File: config.mk
export PLATFORM = sky130hd
export DESIGN_NAME = contactor_precharge_sequencer_core_flat
export DESIGN_NICKNAME = d
export VERILOG_FILES = /design/src/rtl/cps_pkg.sv /design/src/rtl/cps_channels.sv /design/src/rtl/cps_cfg_regs.sv /design/src/rtl/cps_in_stage.sv /design/src/rtl/cps_fsm.sv /design/src/rtl/contactor_precharge_sequencer_core.sv /design/src/flat_wrapper.sv
export SDC_FILE = /design/constraint.sdc
export NUM_CORES = 1
export LEC_CHECK = 0
export ABC_AREA = 1
export BUFFER_PORTS_ARGS = -buffer_cell sky130_fd_sc_hd__buf_2
export CAP_MARGIN = 20
export CORE_UTILIZATION = 43
export DETAILED_ROUTE_END_ITERATION = 16
export HOLD_SLACK_MARGIN = 0.06
export PLACE_DENSITY = 0.66
export SYNTH_ARGS = -nofsm -noshare
export SYNTH_HDL_FRONTEND = slang
export SYNTH_SLANG_ARGS = --single-unit
File: constraint.sdc
create_clock -name i_clk -period 3.7 [get_ports i_clk]
set_input_delay 0 -clock i_clk [delete_from_list [all_inputs] [get_ports i_clk]]
set_output_delay 0 -clock i_clk [all_outputs]
set_load 0.1 [all_outputs]
File: src/rtl/cps_pkg.sv
// Shared types, codes and constants of the contactor precharge sequencer.
package cps_pkg;

    localparam int unsigned MS_COUNTER_BITS = 17;
    localparam int unsigned CURRENT_BITS    = 22;
    localparam int unsigned CFG_DATA_BITS   = 16;
    localparam int unsigned CFG_INDEX_BITS  = 2;

    localparam logic [MS_COUNTER_BITS-1:0] MS_MAX        = '1;
    localparam logic [MS_COUNTER_BITS-1:0] RELAY_DROP_MS = MS_COUNTER_BITS'(500);
    localparam logic [MS_COUNTER_BITS-1:0] FAULT_HOLD_MS = MS_COUNTER_BITS'(60000);

    localparam logic signed [CURRENT_BITS-1:0] SETTLED_HI_MA = 22'sd500;
    localparam logic signed [CURRENT_BITS-1:0] SETTLED_LO_MA = -22'sd500;

    localparam logic [CFG_DATA_BITS-1:0] TIMEOUT_RESET_MS = 16'd5000;

    typedef enum logic [1:0] {
        CMD_TICK  = 2'd0,
        CMD_CLOSE = 2'd1,
        CMD_OPEN  = 2'd2
    } t_cmd;

    typedef enum logic [CFG_INDEX_BITS-1:0] {
        CFG_PRECHARGE_ENABLE  = 2'd0,
        CFG_SENSOR_PRESENT    = 2'd1,
        CFG_PRECHARGE_TIMEOUT = 2'd2
    } t_cfg_idx;

    typedef enum logic [3:0] {
        MODE_OPEN        = 4'b0001,
        MODE_PRECHARGING = 4'b0010,
        MODE_CONNECTED   = 4'b0100,
        MODE_FAULT       = 4'b1000
    } t_mode;

    localparam logic [1:0] MODE_CODE_OPEN        = 2'd0;
    localparam logic [1:0] MODE_CODE_PRECHARGING = 2'd1;
    localparam logic [1:0] MODE_CODE_CONNECTED   = 2'd2;
    localparam logic [1:0] MODE_CODE_FAULT       = 2'd3;

    typedef struct packed {
        logic                     precharge_enable;
        logic                     sensor_present;
        logic [CFG_DATA_BITS-1:0] precharge_timeout_ms;
    } t_cfg;

    typedef struct packed {
        logic [1:0]                     cmd;
        logic signed [CURRENT_BITS-1:0] pack_current_ma;
    } t_item;

    function automatic logic [1:0] mode_code(input t_mode m);
        logic [1:0] c;
        case (m)
            MODE_OPEN:        c = MODE_CODE_OPEN;
            MODE_PRECHARGING: c = MODE_CODE_PRECHARGING;
            MODE_CONNECTED:   c = MODE_CODE_CONNECTED;
            MODE_FAULT:       c = MODE_CODE_FAULT;
            default:          c = MODE_CODE_OPEN;
        endcase
        return c;
    endfunction

endpackage

File: src/rtl/cps_channels.sv
// Valid/ready channel interfaces: command items, results and register writes.
interface cps_item_if;
    logic                                   valid;
    logic                                   ready;
    logic [1:0]                             cmd;
    logic signed [cps_pkg::CURRENT_BITS-1:0] pack_current_ma;

    modport source (output valid, output cmd, output pack_current_ma, input ready);
    modport sink   (input valid, input cmd, input pack_current_ma, output ready);
endinterface

interface cps_result_if;
    logic       valid;
    logic       ready;
    logic [1:0] mode;
    logic       precharge_relay;
    logic       main_relay;

    modport source (output valid, output mode, output precharge_relay, output main_relay,
                    input ready);
    modport sink   (input valid, input mode, input precharge_relay, input main_relay,
                    output ready);
endinterface

interface cps_cfg_if;
    logic                                 valid;
    logic                                 ready;
    logic [cps_pkg::CFG_INDEX_BITS-1:0]   index;
    logic [cps_pkg::CFG_DATA_BITS-1:0]    data;

    modport source (output valid, output index, output data, input ready);
    modport sink   (input valid, input index, input data, output ready);
endinterface

File: src/rtl/cps_cfg_regs.sv
// Configuration register file of the contactor precharge sequencer.
module cps_cfg_regs (
    input  logic          i_clk,
    input  logic          i_rst_n,
    cps_cfg_if.sink       s_cfg,
    output cps_pkg::t_cfg o_cfg
);

    cps_pkg::t_cfg r_cfg;
    cps_pkg::t_cfg n_cfg;

    assign s_cfg.ready = 1'b1;

    always_comb begin
        n_cfg = r_cfg;
        if (s_cfg.valid) begin
            case (s_cfg.index)
                cps_pkg::CFG_PRECHARGE_ENABLE:  n_cfg.precharge_enable = s_cfg.data[0];
                cps_pkg::CFG_SENSOR_PRESENT:    n_cfg.sensor_present = s_cfg.data[0];
                cps_pkg::CFG_PRECHARGE_TIMEOUT: n_cfg.precharge_timeout_ms = s_cfg.data;
                default: ;
            endcase
        end
    end

    always_ff @(posedge i_clk) begin
        if (!i_rst_n) begin
            r_cfg.precharge_enable     <= 1'b1;
            r_cfg.sensor_present       <= 1'b0;
            r_cfg.precharge_timeout_ms <= cps_pkg::TIMEOUT_RESET_MS;
        end else begin
            r_cfg <= n_cfg;
        end
    end

    assign o_cfg = r_cfg;

endmodule

File: src/rtl/cps_in_stage.sv
// Input register stage: holds one command beat until the sequencer takes it.
module cps_in_stage (
    input  logic           i_clk,
    input  logic           i_rst_n,
    cps_item_if.sink       s_in,
    input  logic           i_take,
    output logic           o_valid,
    output cps_pkg::t_item o_item
);

    logic           r_valid;
    cps_pkg::t_item r_item;
    logic           accept;

    assign s_in.ready = !r_valid || i_take;
    assign accept     = s_in.valid && s_in.ready;

    always_ff @(posedge i_clk) begin
        if (!i_rst_n) begin
            r_valid <= 1'b0;
        end else if (accept) begin
            r_valid <= 1'b1;
        end else if (i_take) begin
            r_valid <= 1'b0;
        end
    end

    always_ff @(posedge i_clk) begin
        if (accept) begin
            r_item.cmd             <= s_in.cmd;
            r_item.pack_current_ma <= s_in.pack_current_ma;
        end
    end

    assign o_valid = r_valid;
    assign o_item  = r_item;

endmodule

File: src/rtl/cps_fsm.sv
// Sequencer state, millisecond counter and the result register.
module cps_fsm (
    input  logic           i_clk,
    input  logic           i_rst_n,
    input  cps_pkg::t_cfg  i_cfg,
    input  logic           i_valid,
    input  cps_pkg::t_item i_item,
    output logic           o_take,
    cps_result_if.source   m_out
);

    cps_pkg::t_mode                         r_mode, n_mode;
    logic [cps_pkg::MS_COUNTER_BITS-1:0]    r_ms, n_ms;
    logic                                   r_pre, n_pre;
    logic                                   r_main, n_main;
    logic                                   r_out_valid;

    logic [cps_pkg::MS_COUNTER_BITS-1:0]    ms_inc;
    logic                                   timed_out;
    logic                                   settled;

    assign o_take = i_valid && (!r_out_valid || m_out.ready);

    // tick advances the count first; all checks use the advanced value
    assign ms_inc    = (r_ms == cps_pkg::MS_MAX) ? r_ms : r_ms + 1'b1;
    assign timed_out = ms_inc >= cps_pkg::MS_COUNTER_BITS'(i_cfg.precharge_timeout_ms);
    assign settled   = (i_item.pack_current_ma > cps_pkg::SETTLED_LO_MA) &&
                       (i_item.pack_current_ma < cps_pkg::SETTLED_HI_MA);

    always_comb begin
        n_mode = r_mode;
        n_ms   = r_ms;
        n_pre  = r_pre;
        n_main = r_main;
        case (i_item.cmd)
            cps_pkg::CMD_TICK: begin
                n_ms = ms_inc;
                case (r_mode)
                    cps_pkg::MODE_PRECHARGING: begin
                        if (timed_out) begin
                            n_ms = '0;
                            if (i_cfg.sensor_present && !settled) begin
                                n_pre  = 1'b0;
                                n_main = 1'b0;
                                n_mode = cps_pkg::MODE_FAULT;
                            end else begin
                                n_main = 1'b1;
                                n_mode = cps_pkg::MODE_CONNECTED;
                            end
                        end
                    end
                    cps_pkg::MODE_CONNECTED: begin
                        if (ms_inc > cps_pkg::RELAY_DROP_MS) begin
                            n_pre = 1'b0;
                        end
                    end
                    cps_pkg::MODE_FAULT: begin
                        if (ms_inc >= cps_pkg::FAULT_HOLD_MS) begin
                            n_mode = cps_pkg::MODE_OPEN;
                        end
                    end
                    default: ;
                endcase
            end
            cps_pkg::CMD_CLOSE: begin
                if (r_mode != cps_pkg::MODE_CONNECTED && r_mode != cps_pkg::MODE_FAULT) begin
                    n_ms = '0;
                    if (i_cfg.precharge_enable) begin
                        n_pre  = 1'b1;
                        n_mode = cps_pkg::MODE_PRECHARGING;
                    end else begin
                        n_main = 1'b1;
                        n_mode = cps_pkg::MODE_CONNECTED;
                    end
                end
            end
            cps_pkg::CMD_OPEN: begin
                n_pre  = 1'b0;
                n_main = 1'b0;
                n_mode = cps_pkg::MODE_OPEN;
            end
            default: ;
        endcase
    end

    // state only moves with a taken beat, so it doubles as the result payload
    always_ff @(posedge i_clk) begin
        if (!i_rst_n) begin
            r_mode      <= cps_pkg::MODE_OPEN;
            r_ms        <= '0;
            r_pre       <= 1'b0;
            r_main      <= 1'b0;
            r_out_valid <= 1'b0;
        end else begin
            if (o_take) begin
                r_mode <= n_mode;
                r_ms   <= n_ms;
                r_pre  <= n_pre;
                r_main <= n_main;
            end
            if (o_take) begin
                r_out_valid <= 1'b1;
            end else if (m_out.ready) begin
                r_out_valid <= 1'b0;
            end
        end
    end

    assign m_out.valid           = r_out_valid;
    assign m_out.mode            = cps_pkg::mode_code(r_mode);
    assign m_out.precharge_relay = r_pre;
    assign m_out.main_relay      = r_main;

    a_open_relays_off: assert property (@(posedge i_clk) disable iff (!i_rst_n)
        (r_mode == cps_pkg::MODE_OPEN || r_mode == cps_pkg::MODE_FAULT) |-> (!r_pre && !r_main))
        else $error("relay energized while open or faulted");

    a_precharge_relays: assert property (@(posedge i_clk) disable iff (!i_rst_n)
        (r_mode == cps_pkg::MODE_PRECHARGING) |-> (r_pre && !r_main))
        else $error("bad relay drive while precharging");

    a_connected_main: assert property (@(posedge i_clk) disable iff (!i_rst_n)
        (r_mode == cps_pkg::MODE_CONNECTED) |-> r_main)
        else $error("main relay off while connected");

    a_state_holds: assert property (@(posedge i_clk) disable iff (!i_rst_n)
        !o_take |=> ($stable(r_mode) && $stable(r_ms) && $stable(r_pre) && $stable(r_main)))
        else $error("state moved without a taken beat");

    a_no_take_when_blocked: assert property (@(posedge i_clk) disable iff (!i_rst_n)
        (r_out_valid && !m_out.ready) |-> !o_take)
        else $error("beat taken over an unread result");

endmodule

File: src/rtl/contactor_precharge_sequencer_core.sv
// Contactor precharge sequencer top level: register file, input stage and sequencer.
// Takes one command beat per clock while results are read (tick carrying pack current in mA,
// close or open) and returns one result beat per command giving the mode code and both relay
// drives after it. Each beat passes an input register and then the result register;
// a stall on the result channel backs up through the single input register. Registers
// (precharge enable, sensor present, precharge timeout in ms) are written through the
// configuration channel, which is always ready, and are meant to change only while idle.
module contactor_precharge_sequencer_core (
    input  logic         i_clk,
    input  logic         i_rst_n,
    cps_cfg_if.sink      i_cfg,
    cps_item_if.sink     i_item,
    cps_result_if.source o_result
);

    cps_pkg::t_cfg  cfg;
    cps_pkg::t_item item;
    logic           item_valid;
    logic           take;

    cps_cfg_regs u_cfg_regs (
        .i_clk   (i_clk),
        .i_rst_n (i_rst_n),
        .s_cfg   (i_cfg),
        .o_cfg   (cfg)
    );

    cps_in_stage u_in_stage (
        .i_clk   (i_clk),
        .i_rst_n (i_rst_n),
        .s_in    (i_item),
        .i_take  (take),
        .o_valid (item_valid),
        .o_item  (item)
    );

    cps_fsm u_fsm (
        .i_clk   (i_clk),
        .i_rst_n (i_rst_n),
        .i_cfg   (cfg),
        .i_valid (item_valid),
        .i_item  (item),
        .o_take  (take),
        .m_out   (o_result)
    );

endmodule
File: src/flat_wrapper.sv
// flat-port wrapper written by rule: the top's interface ports become plain ports
module contactor_precharge_sequencer_core_flat 
  (i_clk, i_rst_n, i_cfg_valid, i_cfg_index, i_cfg_data, i_cfg_ready, i_item_valid, i_item_cmd, i_item_pack_current_ma, i_item_ready, o_result_valid, o_result_mode, o_result_precharge_relay, o_result_main_relay, o_result_ready);
  cps_cfg_if i_cfg_i ();
  cps_item_if i_item_i ();
  cps_result_if o_result_i ();
  input  logic i_clk;
  input  logic i_rst_n;
  input wire logic [$bits(i_cfg_i.valid)-1:0] i_cfg_valid;
  input wire logic [$bits(i_cfg_i.index)-1:0] i_cfg_index;
  input wire logic [$bits(i_cfg_i.data)-1:0] i_cfg_data;
  output wire logic [$bits(i_cfg_i.ready)-1:0] i_cfg_ready;
  input wire logic [$bits(i_item_i.valid)-1:0] i_item_valid;
  input wire logic [$bits(i_item_i.cmd)-1:0] i_item_cmd;
  input wire logic [$bits(i_item_i.pack_current_ma)-1:0] i_item_pack_current_ma;
  output wire logic [$bits(i_item_i.ready)-1:0] i_item_ready;
  output wire logic [$bits(o_result_i.valid)-1:0] o_result_valid;
  output wire logic [$bits(o_result_i.mode)-1:0] o_result_mode;
  output wire logic [$bits(o_result_i.precharge_relay)-1:0] o_result_precharge_relay;
  output wire logic [$bits(o_result_i.main_relay)-1:0] o_result_main_relay;
  input wire logic [$bits(o_result_i.ready)-1:0] o_result_ready;
  assign i_cfg_i.valid = i_cfg_valid;
  assign i_cfg_i.index = i_cfg_index;
  assign i_cfg_i.data = i_cfg_data;
  assign i_cfg_ready = i_cfg_i.ready;
  assign i_item_i.valid = i_item_valid;
  assign i_item_i.cmd = i_item_cmd;
  assign i_item_i.pack_current_ma = i_item_pack_current_ma;
  assign i_item_ready = i_item_i.ready;
  assign o_result_valid = o_result_i.valid;
  assign o_result_mode = o_result_i.mode;
  assign o_result_precharge_relay = o_result_i.precharge_relay;
  assign o_result_main_relay = o_result_i.main_relay;
  assign o_result_i.ready = o_result_ready;
  contactor_precharge_sequencer_core u_core (.i_clk(i_clk), .i_rst_n(i_rst_n), .i_cfg(i_cfg_i), .i_item(i_item_i), .o_result(o_result_i));
endmodule
* Word level (Yosys, flattened, before mapping) *
Index checks and enable logic that the tools add are counted.

storage, ports and cells
  word-level logic and storage cells = 91
  register bits = 67
  output and inout bits = 7

cells by class
  muxes and demuxes = 30
  equality and inequality tests = 21
  add/subtract/negate cells = 1
  order comparisons = 5
  reduce and logical (&&, ||, !) cells = 23

operator list
  kind                   number
  $mux 17                4
  $pmux 17 s2            1
  $gt 22x10->1 const B   1
  $lt 22x10->1 const B   1
  $ne 3x3->1 const B     6
  $add 17x1->17 const B  1
  $eq 17x17->1 const B   1
  $ge 17x16->1           1
  $ge 17x16->1 const B   1
  $gt 17x9->1 const B    1
  $mux 4                 4
  $mux 1                 14
  $pmux 4 s3             1
  $reduce_and 6->1       2
  $ne 2x2->1 const B     4
  $pmux 4 s2             1
  $reduce_and 8->1       1
  $pmux 1 s3             2
  $pmux 2 s3             1
  $reduce_and 2->1       3
  $reduce_bool 2->1      3
  $logic_and 1x1->1      5
  $eq 2x1->1 const B     2
  $eq 2x2->1 const B     2
  other kinds (13)       17

* Logic depth before layout (Yosys ltp) *
  depth after elaboration = 8
  mapped depth = 28
  mapped depth without buffers = 27

* By module *
From an unflattened synthesis, not the netlist that was laid out.

unflattened totals
  cells, all modules = 554
  area, all modules = 4,001.3 um2

by module, submodules not included
  module        times used  area an instance (um2)  cells each
  cps_fsm       1           2,473.6                 414
  cps_in_stage  1           772.0                   31
  cps_cfg_regs  1           755.7                   109

* Worst setup path before layout *
OpenSTA, ideal clock, no wires.

  path kind = register -> register
  start = register u_core.u_fsm.r_out_valid, in the netlist u_core.u_fsm.m_out.valid
  end = register u_core.u_in_stage.r_item (netlist bit u_core.u_in_stage.o_item[0]), enable pin
  setup time = 0.358 ns
  arrival time = 2.587 ns
  path buffers = 0
  cell stages (with the launch flop) = 4
  slack = 0.755 ns
  cell sequence = dfxtp_1 -> nand3_1 -> nand2_1 -> inv_1

on the way
  word-level cells in the longest chain between the ends = 5

ends and longest elaborated chain
  what                                line                RTL
  start, declared                     cps_fsm.sv:16       logic r_out_valid;
  start signal, assigned              cps_fsm.sv:93       r_out_valid <= 1'b0;
  start signal, assigned              cps_fsm.sv:102      r_out_valid <= 1'b1;
  start signal, assigned              cps_fsm.sv:104      r_out_valid <= 1'b0;
  $logic_not 1->1                     cps_fsm.sv:22       assign o_take = i_valid && (!r_out_valid || m_out.ready);
  $logic_or 1x1->1                    cps_fsm.sv:22
  $logic_and 1x1->1                   cps_fsm.sv:22
  $logic_or 1x1->1                    cps_in_stage.sv:15  assign s_in.ready = !r_valid || i_take;
  named net i_item_ready              flat_wrapper.sv:16  output wire logic [$bits(i_item_i.ready)-1:0] i_item_ready;
  $logic_and 1x1->1                   cps_in_stage.sv:16  assign accept = s_in.valid && s_in.ready;
  named net u_core.u_in_stage.accept  cps_in_stage.sv:13  logic accept;
  end, declared                       cps_in_stage.sv:12  cps_pkg::t_item r_item;

The timed path passes the listed nets, and every way through them passes these cells.
A chain may end at the register's enable or synchronous reset.

* Worst setup path in the final report *
  start = register u_core.u_fsm.r_ms[0] (netlist bit)
  end = register u_core.u_fsm.r_ms[8] (netlist bit)

on the way
  word-level cells in the longest chain between the ends = 6
  elaborated cells between the ends (all ways) = 7
  those cells by class = add/sub (1); order compare (1); eq/ne (1); mux (4)

ends and longest elaborated chain
  what                                           line           RTL
  start, declared                                cps_fsm.sv:13  logic [cps_pkg::MS_COUNTER_BITS-1:0] r_ms, n_ms;
  start signal, assigned                         cps_fsm.sv:97  r_ms <= n_ms;
  $add 17x1->17 or $eq 17x17->1 (tied branches)  cps_fsm.sv:25  assign ms_inc = (r_ms == cps_pkg::MS_MAX) ? r_ms : r_ms + 1'b1;
  $mux 17 *                                      cps_fsm.sv:25
  $ge 17x16->1                                   cps_fsm.sv:26  assign timed_out = ms_inc >= cps_pkg::MS_COUNTER_BITS'(i_cfg.precharge_timeout_ms);
  $mux 17                                        cps_fsm.sv:40  if (timed_out) begin
  $mux 17 *                                      cps_fsm.sv:38  case (r_mode)
  $pmux 17 s2 *                                  cps_fsm.sv:35  case (i_item.cmd)

Every way passes the cells marked *; elsewhere a longest branch is shown, timed or not.

==> metrics list <==
- Critical path startpoint category: flip-flop
* Post-route worst setup slack: 0.403 ns
- Number of enable flip-flop cells after synthesis: 24
- Destination of the worst register-to-register timing path: u_core.u_fsm.r_ms[8]$_SDFFE_PN0P_
- Peak VDD IR: 0.000214 V
* Post-synth cell types: 39
- Site row count: 33
- Power density of the placed cells: 326 mW/mm2
- The congestion estimate from routability-driven global placement came to 0.883.
* Proportion of netlist area held by the largest area contributor: 22.8%
- The clock tree synthesis step divided the H-tree into 3 levels.
- Global-route usage over all layers: 21.5%
* Unrepaired setup endpoints after global routing: false
- The final max-slew violation count was 0.
- Number of warnings reported in the yosys synthesis log: 0
- STA puts the critical path data required time at 3.97 ns.
* Critical register-to-register path startpoint: u_core.u_fsm.r_ms[0]$_SDFFE_PN0P_
- Setup violations remaining at the end of the flow were counted as 0.
* Clock Skew: 0.0131 ns
- The first global-routing pass estimated 15.0 mm of wire.
- The count of nets left with antenna violations once routing finished came out at 0.
- Number of clock sinks: 67
- Final-layout setup total negative slack: 0 ns
* Internal reg-to-reg setup slack: 0.40 ns
- After clock tree synthesis, the clock-pin slew on the worst setup and hold paths is 0.08 ns.
- Total clock buffers created by CTS: 9
- For this run, asynchronously set or reset flops after synthesis account for 0%.
* Category of the most critical setup path: flip-flop to flip-flop
* Number of max-cap violations: 0
* Number of failing hold endpoints at the final stage: 0
- Input and output buffers added on the ports amount to 52.
- Routed length per placed instance: 12.6 um
* X dimension of the die: 95.6 um
- Congestion Overflow GR: 0
- For hold timing, the worst endpoint is u_core.u_cfg_regs.o_cfg[0]$_SDFFE_PN0P_.
* Area of all sequential standard cells: 0.00158 mm2
- Headroom to the max-slew limit came out at 39.6%.
- Largest fanout of any net on the critical path: 21
- When the netlist entered floorplanning its net count stood at 567.
- Area of the core: 0.00834 mm2
- Root buffer cell: clkbuf_8
* Multi-input gate area in the final layout: 0.00187 mm2
* Share of the clock period used by the worst path after layout: 89.1%
* Slew at the pin with the worst max-slew slack: 0.905 ns
- The net count of the finished layout is 674.
- Maximum number of pins on one net before global-route repair: 25
* Clk Latency, worst-skew pair: 0.35 ns
- No sink is reached through more buffers than the 2 on the longest clock path.
- DRC violations left: 0
- Pre-Repair DR Iteration Count: 4
- Half-perimeter wire length after detailed placement: 6.27 mm
- Minimum setup slack after placement: 0.290 ns
- Once the clock tree was built, the setup fixing pass inserted 0 buffers.
- Min-Delay Startpoint: i_cfg_index[0]
- The initial antenna violation count came to 0.
- Pin placement for this block handled 54 I/O pins.
- Worst path arrival time: 3.56 ns
- After the first detailed-routing iteration, the DRC count stood at 199.
- The analysis attributes to cell leakage a power of 2.17 nW.
* Share of final-layout standard cells stronger than drive strength 1: 15.4%
- Fillcell total: 780
* Synthesized area: 0.00377 mm2
- Along the worst hold path, the cell count comes to 5.
* Result of the run: finished, final reports clean
* Most numerous cell types in the synthesized netlist: 134 x nand2_1, 63 x inv_1, 46 x nor2_1, 43 x dfxtp_1, 39 x a21oi_1
* Die span in y: 95.6 um
* Vias in the first global route: 3380
- Fmax: 303 MHz
- STA classifies the critical path endpoint as a flip-flop.
- Clock tree from TritonCTS: yes
* Post-layout minimum cycle time: 3.30 ns
- Largest cells by area after synthesis: dfxtp_1 23%, edfxtp_1 19%, nand2_1 13%, ha_1 7.0%, inv_1 6.3%
* Type of the most critical hold path: input pin to flip-flop
- Top flip-flop cell by instance count after synthesis: dfxtp_1
- Vias: 3525
* Antenna Diode Count: 0
* Die area: 0.00915 mm2
* Post-synthesis area per instance: 7.55 um2
* Cell with the most instances after synthesis: nand2_1
* Routed WL: 9.05 mm
* Vias per cell: 4.92
- Compared with the post-synthesis result, the final layout area differs by 28.4%.
- Gate Count Post-Synth: 499
* Effective utilization at floorplan: 45.2%
- Synth area leader: dfxtp_1
* Seq cells post-synth: 67
- Proportion of synthesized chip area in sequential cells: 42.0%
* R2r worst-path depth: 21
## worst max path at each step
stage                                                      from                                    end  depth (start not counted)
after floorplan           u_core.u_fsm.m_out.valid$_SDFFE_PN0P_  u_core.u_in_stage.o_item[0]$_DFFE_PP_                          3
after CTS                     u_core.u_fsm.r_ms[0]$_SDFFE_PN0P_      u_core.u_fsm.r_ms[8]$_SDFFE_PN0P_                         21
after global routing          u_core.u_fsm.r_ms[0]$_SDFFE_PN0P_      u_core.u_fsm.r_ms[5]$_SDFFE_PN0P_                         24
after global placement        u_core.u_fsm.r_ms[0]$_SDFFE_PN0P_      u_core.u_fsm.r_ms[5]$_SDFFE_PN0P_                         24
after detailed placement      u_core.u_fsm.r_ms[0]$_SDFFE_PN0P_      u_core.u_fsm.r_ms[8]$_SDFFE_PN0P_                         21
final                         u_core.u_fsm.r_ms[0]$_SDFFE_PN0P_      u_core.u_fsm.r_ms[8]$_SDFFE_PN0P_                         21
## cell type report
type,count,area share (%)
sequential,67,32.7
inverter,68,5.27
timing repair buffer,109,17.1
clock buffer,9,2.56
multi-input combinational,351,38.7
clock inverter,7,1.03
tap,105,2.71
## power breakdown
part	total (W)	switching (W)	internal [W]	leakage (nW)
registers	0.000811	0.0000154	0.000796	0.585
logic	0.000199	0.000110	0.0000891	1.50
clock network	0.000567	0.000320	0.000247	0.0857
## cell usage in the layout, fill, tap and decap left out, types with 2 or more instances in the layout
cell             n
inv_6            3
clkinv_1         2
o21ai_1          2
buf_2           52
dlygate4sd3_1   55
inv_1           63
clkbuf_8         9
inv_2            5
nand4_1         15
nand3b_1         4
edfxtp_1        24
xor2_1           4
nand3_1         18
nor2_2           3
nand2_4          4
nor2_1          46
o211ai_1         6
xnor2_1          3
nand2_1        134
buf_4            2
a21oi_1         39
dfxtp_1         43
o21ai_0         14
nand2_2          8
nor3_1          10
ha_1            21
nor4_1           6
## cell families after synthesis
family	count (synthesis)	share of synthesized area, %
flops	67	42.0
xor+xnor	7	1.63
other cells	1	0.0995
buf+inv	81	8.50
simple gates	252	30.3
fa+ha+maj	21	6.97
compound gates	70	10.5
## critical path, cell delays in order (launching register included)
cell      delay [ns]
dfxtp_1         0.40
ha_1            0.25
nand2_1         0.10
nor2_2          0.15
nand2_2         0.10
nor2_4          0.18
nand2_4         0.20
nand2_2         0.18
ha_1            0.26
a21o_1          0.16
nor2_1          0.12
nand3_1         0.11
nand2_1         0.07
nand2_1         0.04
nand2_1         0.05
nand2_1         0.07
a21boi_2        0.15
nor2_1          0.08
nor3_4          0.10
buf_4           0.24
nand2_1         0.08
a21oi_1         0.12
## layer usage
metal	wire, um	up-vias	track usage, %
met5	0	-	0
met4	182	0	8.71
met3	456	19	4.31
met2	4330	88	36.8
met1	4080	1567	26.3
li1	-	1851	-
## what timing repair did
item                                   4_1_cts  5_1_grt
setup endpoints to repair                    0       21
gates resized for setup                      0        1
hold buffers                                55        0
endpoints found under the hold margin       48        0
## stage by stage
| step | instance area [um2] | utilization [%] | cells | hold slack, ns | power, W |
|---|---|---|---|---|---|
| 3_5_place_dp | 4110 | 49.3 | 645 | 0.178 | 0.000980 |
| 5_1_grt | 4840 | 58.0 | 716 | 0.292 | 0.00164 |
| 2_1_floorplan | 3770 | - | 499 | 0.0989 | 0.000930 |
| 4_1_cts | 4840 | 58.0 | 716 | 0.244 | 0.00159 |
| 6_report | 4840 | 58.0 | 716 | 0.267 | 0.00158 |
| 3_3_place_gp | 4110 | 49.3 | 645 | 0.177 | 0.000976 |
## sequential cells by signal, indices dropped and copies added, names as in the netlist
register and cells:
u_core.u_fsm.m_out.main_relay 1, u_core.u_fsm.m_out.valid 1, u_core.u_cfg_regs.o_cfg 18, u_core.u_in_stage.o_valid 1, u_core.u_fsm.m_out.precharge_relay 1, u_core.u_fsm.r_mode 4, u_core.u_in_stage.o_item 24, u_core.u_fsm.r_ms 17
(Power assumes the default switching activity.)
